`src/rtl/lpm_pkg.sv`:
```
package lpm_pkg;

  localparam int unsigned ADDR_W = 32;
  localparam int unsigned IDX_W  = 4;
  localparam int unsigned LEN_W  = 6;
  localparam int unsigned PORT_W = 8;

  // longest legal prefix, one past the msb position
  localparam logic [LEN_W-1:0] FULL_LEN = LEN_W'(32);

  typedef logic [ADDR_W-1:0] addr_t;
  typedef logic [IDX_W-1:0]  idx_t;
  typedef logic [LEN_W-1:0]  len_t;
  typedef logic [PORT_W-1:0] port_t;

  typedef enum logic {
    OP_LOOKUP = 1'b0,
    OP_WRITE  = 1'b1
  } opcode_t;

  // one beat traveling down the cell chain; key is the prefix of a write
  // or the destination address of a lookup
  typedef struct packed {
    logic    valid;
    opcode_t opcode;
    idx_t    entry_index;
    addr_t   key;
    len_t    route_length;
    port_t   route_port;
    logic    found;
    len_t    best_len;
    port_t   best_port;
  } lpm_beat_t;

  function automatic len_t sat_length(input len_t len);
    return (len > FULL_LEN) ? FULL_LEN : len;
  endfunction

  // left-aligned mask, length already saturated
  function automatic addr_t length_to_mask(input len_t len);
    addr_t ones;
    ones = '1;
    return (len == '0) ? '0 : addr_t'(ones << (FULL_LEN - len));
  endfunction

endpackage

```
`src/rtl/lpm_if.sv`:
```
interface lpm_in_if;
  logic                 valid;
  logic                 ready;
  logic                 opcode;
  lpm_pkg::idx_t        entry_index;
  lpm_pkg::addr_t       route_prefix;
  lpm_pkg::len_t        route_length;
  lpm_pkg::port_t       route_port;
  lpm_pkg::addr_t       lookup_address;

  modport source (output valid, opcode, entry_index, route_prefix, route_length,
                  route_port, lookup_address, input ready);
  modport sink   (input valid, opcode, entry_index, route_prefix, route_length,
                  route_port, lookup_address, output ready);
endinterface

interface lpm_out_if;
  logic           valid;
  logic           ready;
  logic           hit;
  lpm_pkg::port_t out_port;
  lpm_pkg::len_t  match_length;

  modport source (output valid, hit, out_port, match_length, input ready);
  modport sink   (input valid, hit, out_port, match_length, output ready);
endinterface

```
`src/rtl/lpm_cell.sv`:
```
module lpm_cell #(
  parameter int unsigned CELL_ID = 0
) (
  input  logic               clk,
  input  logic               rst_n,
  input  logic               advance,
  input  lpm_pkg::lpm_beat_t beat_in,
  output lpm_pkg::lpm_beat_t beat_out
);
  import lpm_pkg::*;

  logic      entry_valid_r;
  addr_t     prefix_r;
  addr_t     mask_r;
  len_t      len_r;
  port_t     port_r;
  lpm_beat_t beat_r;
  lpm_beat_t beat_nxt;

  logic  is_write;
  logic  is_lookup;
  logic  slot_hit;
  logic  match;
  logic  better;
  len_t  wr_len;

  assign is_write  = beat_in.valid && (beat_in.opcode == OP_WRITE);
  assign is_lookup = beat_in.valid && (beat_in.opcode == OP_LOOKUP);
  assign slot_hit  = (32'(beat_in.entry_index) == CELL_ID);
  assign wr_len    = sat_length(beat_in.route_length);

  // prefix is stored pre-masked
  assign match  = entry_valid_r && ((beat_in.key & mask_r) == prefix_r);
  // strict compare keeps the lower index on a tie
  assign better = is_lookup && match && (!beat_in.found || (len_r > beat_in.best_len));

  always_comb begin
    beat_nxt = beat_in;
    if (better) begin
      beat_nxt.found     = 1'b1;
      beat_nxt.best_len  = len_r;
      beat_nxt.best_port = port_r;
    end
  end

  always_ff @(posedge clk) begin
    if (!rst_n) begin
      entry_valid_r <= 1'b0;
      beat_r.valid  <= 1'b0;
    end else if (advance) begin
      beat_r <= beat_nxt;
      if (is_write && slot_hit) begin
        entry_valid_r <= 1'b1;
      end
    end
  end

  always_ff @(posedge clk) begin
    if (advance && is_write && slot_hit) begin
      mask_r   <= length_to_mask(wr_len);
      prefix_r <= beat_in.key & length_to_mask(wr_len);
      len_r    <= wr_len;
      port_r   <= beat_in.route_port;
    end
  end

  assign beat_out = beat_r;

endmodule

```
`src/rtl/longest_prefix_match_lookup.sv`:
```
// ipv4 longest-prefix-match forwarding table
// in_ch carries write beats (opcode 1: slot, prefix, length, port) and lookup
// beats (opcode 0: destination address); out_ch returns one beat per lookup
// with hit, the winning port and its prefix length, all zero on a miss
// each table slot lives in its own cell; every beat walks the chain of cells
// one cell per cycle while the chain is not held, so a write lands in its slot
// in program order and a lookup only ever sees the writes that came before it
// throughput: one beat per cycle unless the receiver stalls, lookups and writes
// freely mixed; a result passes through every cell register of the chain and
// then the output register
// a slot index at or above TABLE_ENTRIES is dropped, lengths above 32 act as 32
// among matches of equal length the lower slot wins, a length-0 slot is the
// default route
// reset clears every slot's valid bit and empties the chain; the table is
// usable in the first cycle after reset
// when the receiver stalls with a result pending, the whole chain holds and
// in_ch.ready drops until that result is taken
module longest_prefix_match_lookup #(
  parameter int unsigned TABLE_ENTRIES = 16
) (
  input  logic      clk,
  input  logic      rst_n,
  lpm_in_if.sink    in_ch,
  lpm_out_if.source out_ch
);
  import lpm_pkg::*;

  // chain taps: beat[0] is the input, beat[k] leaves cell k-1
  lpm_beat_t beat [TABLE_ENTRIES+1];
  lpm_beat_t last_beat;

  logic  advance;
  logic  out_valid_r;
  logic  hit_r;
  port_t out_port_r;
  len_t  match_length_r;

  // chain moves when the result register is empty or being drained
  assign advance     = !out_valid_r || out_ch.ready;
  assign in_ch.ready = advance;

  always_comb begin
    beat[0].valid        = in_ch.valid;
    beat[0].opcode       = opcode_t'(in_ch.opcode);
    beat[0].entry_index  = in_ch.entry_index;
    beat[0].key          = (in_ch.opcode == OP_WRITE) ? in_ch.route_prefix
                                                      : in_ch.lookup_address;
    beat[0].route_length = in_ch.route_length;
    beat[0].route_port   = in_ch.route_port;
    beat[0].found        = 1'b0;
    beat[0].best_len     = '0;
    beat[0].best_port    = '0;
  end

  for (genvar k = 0; k < TABLE_ENTRIES; k++) begin : g_cell
    lpm_cell #(
      .CELL_ID (k)
    ) u_cell (
      .clk      (clk),
      .rst_n    (rst_n),
      .advance  (advance),
      .beat_in  (beat[k]),
      .beat_out (beat[k+1])
    );
  end

  assign last_beat = beat[TABLE_ENTRIES];

  // output register; only lookups produce a result
  always_ff @(posedge clk) begin
    if (!rst_n) begin
      out_valid_r <= 1'b0;
    end else if (advance) begin
      out_valid_r <= last_beat.valid && (last_beat.opcode == OP_LOOKUP);
    end
  end

  always_ff @(posedge clk) begin
    if (advance) begin
      hit_r          <= last_beat.found;
      out_port_r     <= last_beat.found ? last_beat.best_port : '0;
      match_length_r <= last_beat.found ? last_beat.best_len : '0;
    end
  end

  assign out_ch.valid        = out_valid_r;
  assign out_ch.hit          = hit_r;
  assign out_ch.out_port     = out_port_r;
  assign out_ch.match_length = match_length_r;

endmodule

```
`src/flat_wrapper.sv`:
```
// flat-port wrapper written by rule: the top's interface ports become plain ports
module longest_prefix_match_lookup_flat import lpm_pkg::*;
#(
  parameter int unsigned TABLE_ENTRIES = 16
)
  (clk, rst_n, in_ch_valid, in_ch_opcode, in_ch_entry_index, in_ch_route_prefix, in_ch_route_length, in_ch_route_port, in_ch_lookup_address, in_ch_ready, out_ch_valid, out_ch_hit, out_ch_out_port, out_ch_match_length, out_ch_ready);
  lpm_in_if in_ch_i ();
  lpm_out_if out_ch_i ();
  input  logic clk;
  input  logic rst_n;
  input wire logic [$bits(in_ch_i.valid)-1:0] in_ch_valid;
  input wire logic [$bits(in_ch_i.opcode)-1:0] in_ch_opcode;
  input wire logic [$bits(in_ch_i.entry_index)-1:0] in_ch_entry_index;
  input wire logic [$bits(in_ch_i.route_prefix)-1:0] in_ch_route_prefix;
  input wire logic [$bits(in_ch_i.route_length)-1:0] in_ch_route_length;
  input wire logic [$bits(in_ch_i.route_port)-1:0] in_ch_route_port;
  input wire logic [$bits(in_ch_i.lookup_address)-1:0] in_ch_lookup_address;
  output wire logic [$bits(in_ch_i.ready)-1:0] in_ch_ready;
  output wire logic [$bits(out_ch_i.valid)-1:0] out_ch_valid;
  output wire logic [$bits(out_ch_i.hit)-1:0] out_ch_hit;
  output wire logic [$bits(out_ch_i.out_port)-1:0] out_ch_out_port;
  output wire logic [$bits(out_ch_i.match_length)-1:0] out_ch_match_length;
  input wire logic [$bits(out_ch_i.ready)-1:0] out_ch_ready;
  assign in_ch_i.valid = in_ch_valid;
  assign in_ch_i.opcode = in_ch_opcode;
  assign in_ch_i.entry_index = in_ch_entry_index;
  assign in_ch_i.route_prefix = in_ch_route_prefix;
  assign in_ch_i.route_length = in_ch_route_length;
  assign in_ch_i.route_port = in_ch_route_port;
  assign in_ch_i.lookup_address = in_ch_lookup_address;
  assign in_ch_ready = in_ch_i.ready;
  assign out_ch_valid = out_ch_i.valid;
  assign out_ch_hit = out_ch_i.hit;
  assign out_ch_out_port = out_ch_i.out_port;
  assign out_ch_match_length = out_ch_i.match_length;
  assign out_ch_i.ready = out_ch_ready;
  longest_prefix_match_lookup #(.TABLE_ENTRIES(TABLE_ENTRIES)) u_core (.clk(clk), .rst_n(rst_n), .in_ch(in_ch_i), .out_ch(out_ch_i));
endmodule
```
`config.mk`:
```
export PLATFORM = sky130hd
export DESIGN_NAME = longest_prefix_match_lookup_flat
export DESIGN_NICKNAME = d
export VERILOG_FILES = /design/src/rtl/lpm_pkg.sv /design/src/rtl/lpm_if.sv /design/src/rtl/lpm_cell.sv /design/src/rtl/longest_prefix_match_lookup.sv /design/src/flat_wrapper.sv
export SDC_FILE = /design/constraint.sdc
export NUM_CORES = 2
export LEC_CHECK = 0
export BUFFER_PORTS_ARGS = -buffer_cell sky130_fd_sc_hd__buf_2
export CAP_MARGIN = 0
export CORE_MARGIN = 3
export CORE_UTILIZATION = 54
export DETAILED_ROUTE_END_ITERATION = 6
export PLACE_DENSITY = 0.7
export SLEW_MARGIN = 5
export SYNTH_ARGS = -nofsm -noshare
export SYNTH_HDL_FRONTEND = slang
export SYNTH_HIERARCHICAL = 1
export SYNTH_SLANG_ARGS = --single-unit
```
`constraint.sdc`:
```
create_clock -name clk -period 18.7 [get_ports clk]
set_clock_uncertainty 0.2 [all_clocks]
set_input_delay 3.74 -clock clk [delete_from_list [all_inputs] [get_ports clk]]
set_output_delay 3.74 -clock clk [all_outputs]
set_load 0.01 [all_outputs]
```
==> flow_summary.toml <==
[drt]
detail_route.wirelength.met1_mm = 82.8
topmost_layer_with_routed_signal_wires = "met4"
initialDrtViolationCount = 5313
drt_first_pass_iters = 6
finalWirelength_mm = 198
drt.antenna.violating_nets = 0
route.detailed.wl_per_inst_um = 22.2
avgViaCountPerCell = 5.68
vias = 50900
residual_drc_count = 0
routed-wl-met2_mm = 99.1
met3_wirelength_mm = 12.2

[clock_network]
post_cts_setup_inserts = 0
insertion_delay_ns = 0.85
cts_root_buffer = "clkbuf_16"
cts-root-to-sink-buffers = 3
tritoncts_clock_tree = "yes"
post_cts.resized_instances = 0
clock_sink_count = 2302
cts.reportedPaths.clkPinSlew_ns = 0.06
cts_hold_buffers = 0
cts_inserted_buffers = 221
htree_levels = 4

[final_layout]
drive_above_1_share_pct = 13.4
utilization_pct = 60.7
syn_to_final_growth_pct = 11.4
post-route-cell-area_um2 = 106000
final_net_count = 6682
final.fill_count = 12800

[status]
run_status = "complete, no violations"

[floorplanning]
placementRows = 153
initial_core_util_pct = 54.5
chipHeight_um = 425
die_area_um2 = 181000
boundaryPins = 104
die-width_um = 425
core_area_um2 = 174000

[setup_path]
path_cells = "buf_2, nand2b_4, buf_2"
cp_launch_type = "primary input"
arrival_ns = 4.55
crit_path_top_delay_cell = "nand2b_4"
buffer_and_inverter_count_on_the_worst_path = 2
critPathCaptureType = "output pin"
crit_top_cell = "buf_2"
critical_path_class = "primary input to output pin"
crit_required_ns = 14.76
crit_family = "simple AND/OR/NAND/NOR gates"
critical_path_peak_fanout = 36
cpPeakStageDelay_ns = 0.47

[power_and_ir_drop]
power.total_uw = 11100
power.density_cell_area_nw_per_um2 = 105
irDropWorstVdd_v = 0.0000855
static_leakage_power_uw = 0.0382

[global_route]
wire_length_of_the_first_global_routing_pass_mm = 300
first_global_vias = 50200
grt_overflow = 0
antenna_found_initial = 2
total_track_usage_pct = 21.7
maximum_number_of_pins_on_one_net_before_global_route_repair = 80

[run]
drv.max_cap_violation_count = 0

[placed_design]
dpl_cell_area_um2 = 98200
globalplace.congestion = 0.904
buffer_ports.inserted = 103
dpl_wire_length_mm = 141

[sta]
final.min_clock_period_ns = 8.49
worst_slew_pin_slew_ns = 1.23
fin_crit_sh_pct = 45.4
slew_violations = 0
rsz_0062_raised_after_global_routing = "false"
final_hold_viol_count = 0
max_slew_margin_pct = 17.7
whs_ns = 0.205
fin_setup_tns_ns = 0
setup-violations-final = 0
fmax_mhz = 118

[synth]
avgSynthCellArea_um2 = 15.4
yosysWarnings = 6
post_synth_inst_count = 6171
synthesis.area_um2 = 94900

[min_path]
hold_class = "flip-flop to flip-flop"
cells in the final DEF, fill, tap and decap left out, drive strengths merged, types with 36 or more instances in the layout:
| cell type | n |
|---|---|
| a211oi | 36 |
| a21boi | 40 |
| a21o | 48 |
| a21oi | 289 |
| and2 | 479 |
| and3 | 142 |
| and3b | 40 |
| buf | 143 |
| clkbuf | 283 |
| clkinv | 81 |
| edfxtp | 2269 |
| ha | 160 |
| inv | 261 |
| mux2 | 256 |
| nand2 | 562 |
| nand2b | 114 |
| nand3 | 75 |
| nand4 | 123 |
| nor2 | 193 |
| nor2b | 84 |
| nor3 | 53 |
| nor4 | 49 |
| o21a | 59 |
| o21ai | 99 |
| xnor2 | 36 |
| xor2 | 321 |
report_power, final:
| group | internal [uW] | switching, uW |
|---|---|---|
| clock network | 2650 | 1900 |
| logic | 207 | 341 |
| registers | 5850 | 141 |
per-stage QoR:
step / worst slack [ns] / instances
CTS: 10.20 / 8948
finish: 10.21 / 8951
detailed placement: 10.20 / 8537
global placement: 10.22 / 8537
floorplan: 4.38 / 6193
global route: 10.16 / 8948
sequential cells by signal, indices dropped and copies added, names as in the netlist:
register / cells
u_core/g_cell.u_cell/beat_out: 1022
u_core/g_cell.u_cell/entry_valid_r: 16
u_core/g_cell.u_cell/len_r: 96
u_core/g_cell.u_cell/mask_r: 512
u_core/g_cell.u_cell/port_r: 128
u_core/g_cell.u_cell/prefix_r: 512
u_core/out_ch.hit: 1
u_core/out_ch.match_length: 6
u_core/out_ch.out_port: 8
u_core/out_ch.valid: 1
metal layers:
metal	GRT usage, %	vias up
li1	-	23400
met1	29.6	25500
met2	36.8	1728
met3	3.21	295
met4	5.66	0
met5	0	-
path summary, 6_finish.rpt:
check	start	to	slack, ns	depth (start not counted)
worst min-delay path	u_core/g_cell[7].u_cell/beat_out[15]	u_core/g_cell[8].u_cell/port_r[0]	0.21	0
worst max-delay path	out_ch_ready	in_ch_ready	10.21	3
worst min register to register	u_core/g_cell[7].u_cell/beat_out[15]	u_core/g_cell[8].u_cell/port_r[0]	0.21	0
worst max register to register	u_core/out_ch.valid	u_core/g_cell[10].u_cell/mask_r[20]	14.66	5
cell type report:
class | count | area (um2) | share of cell area (%)
Inverter | 256 | 961 | 0.909
Timing Repair Buffer | 143 | 816 | 0.772
Antenna cell | 3 | 7.51 | 0.00710
Tap cell | 2325 | 2910 | 2.75
Sequential cell | 2302 | 68800 | 65.1
Clock buffer | 283 | 5840 | 5.53
Clock inverter | 128 | 1660 | 1.57
Multi-Input combinational cell | 3511 | 24700 | 23.4
Note: power is estimated with default switching activity, not from simulation.
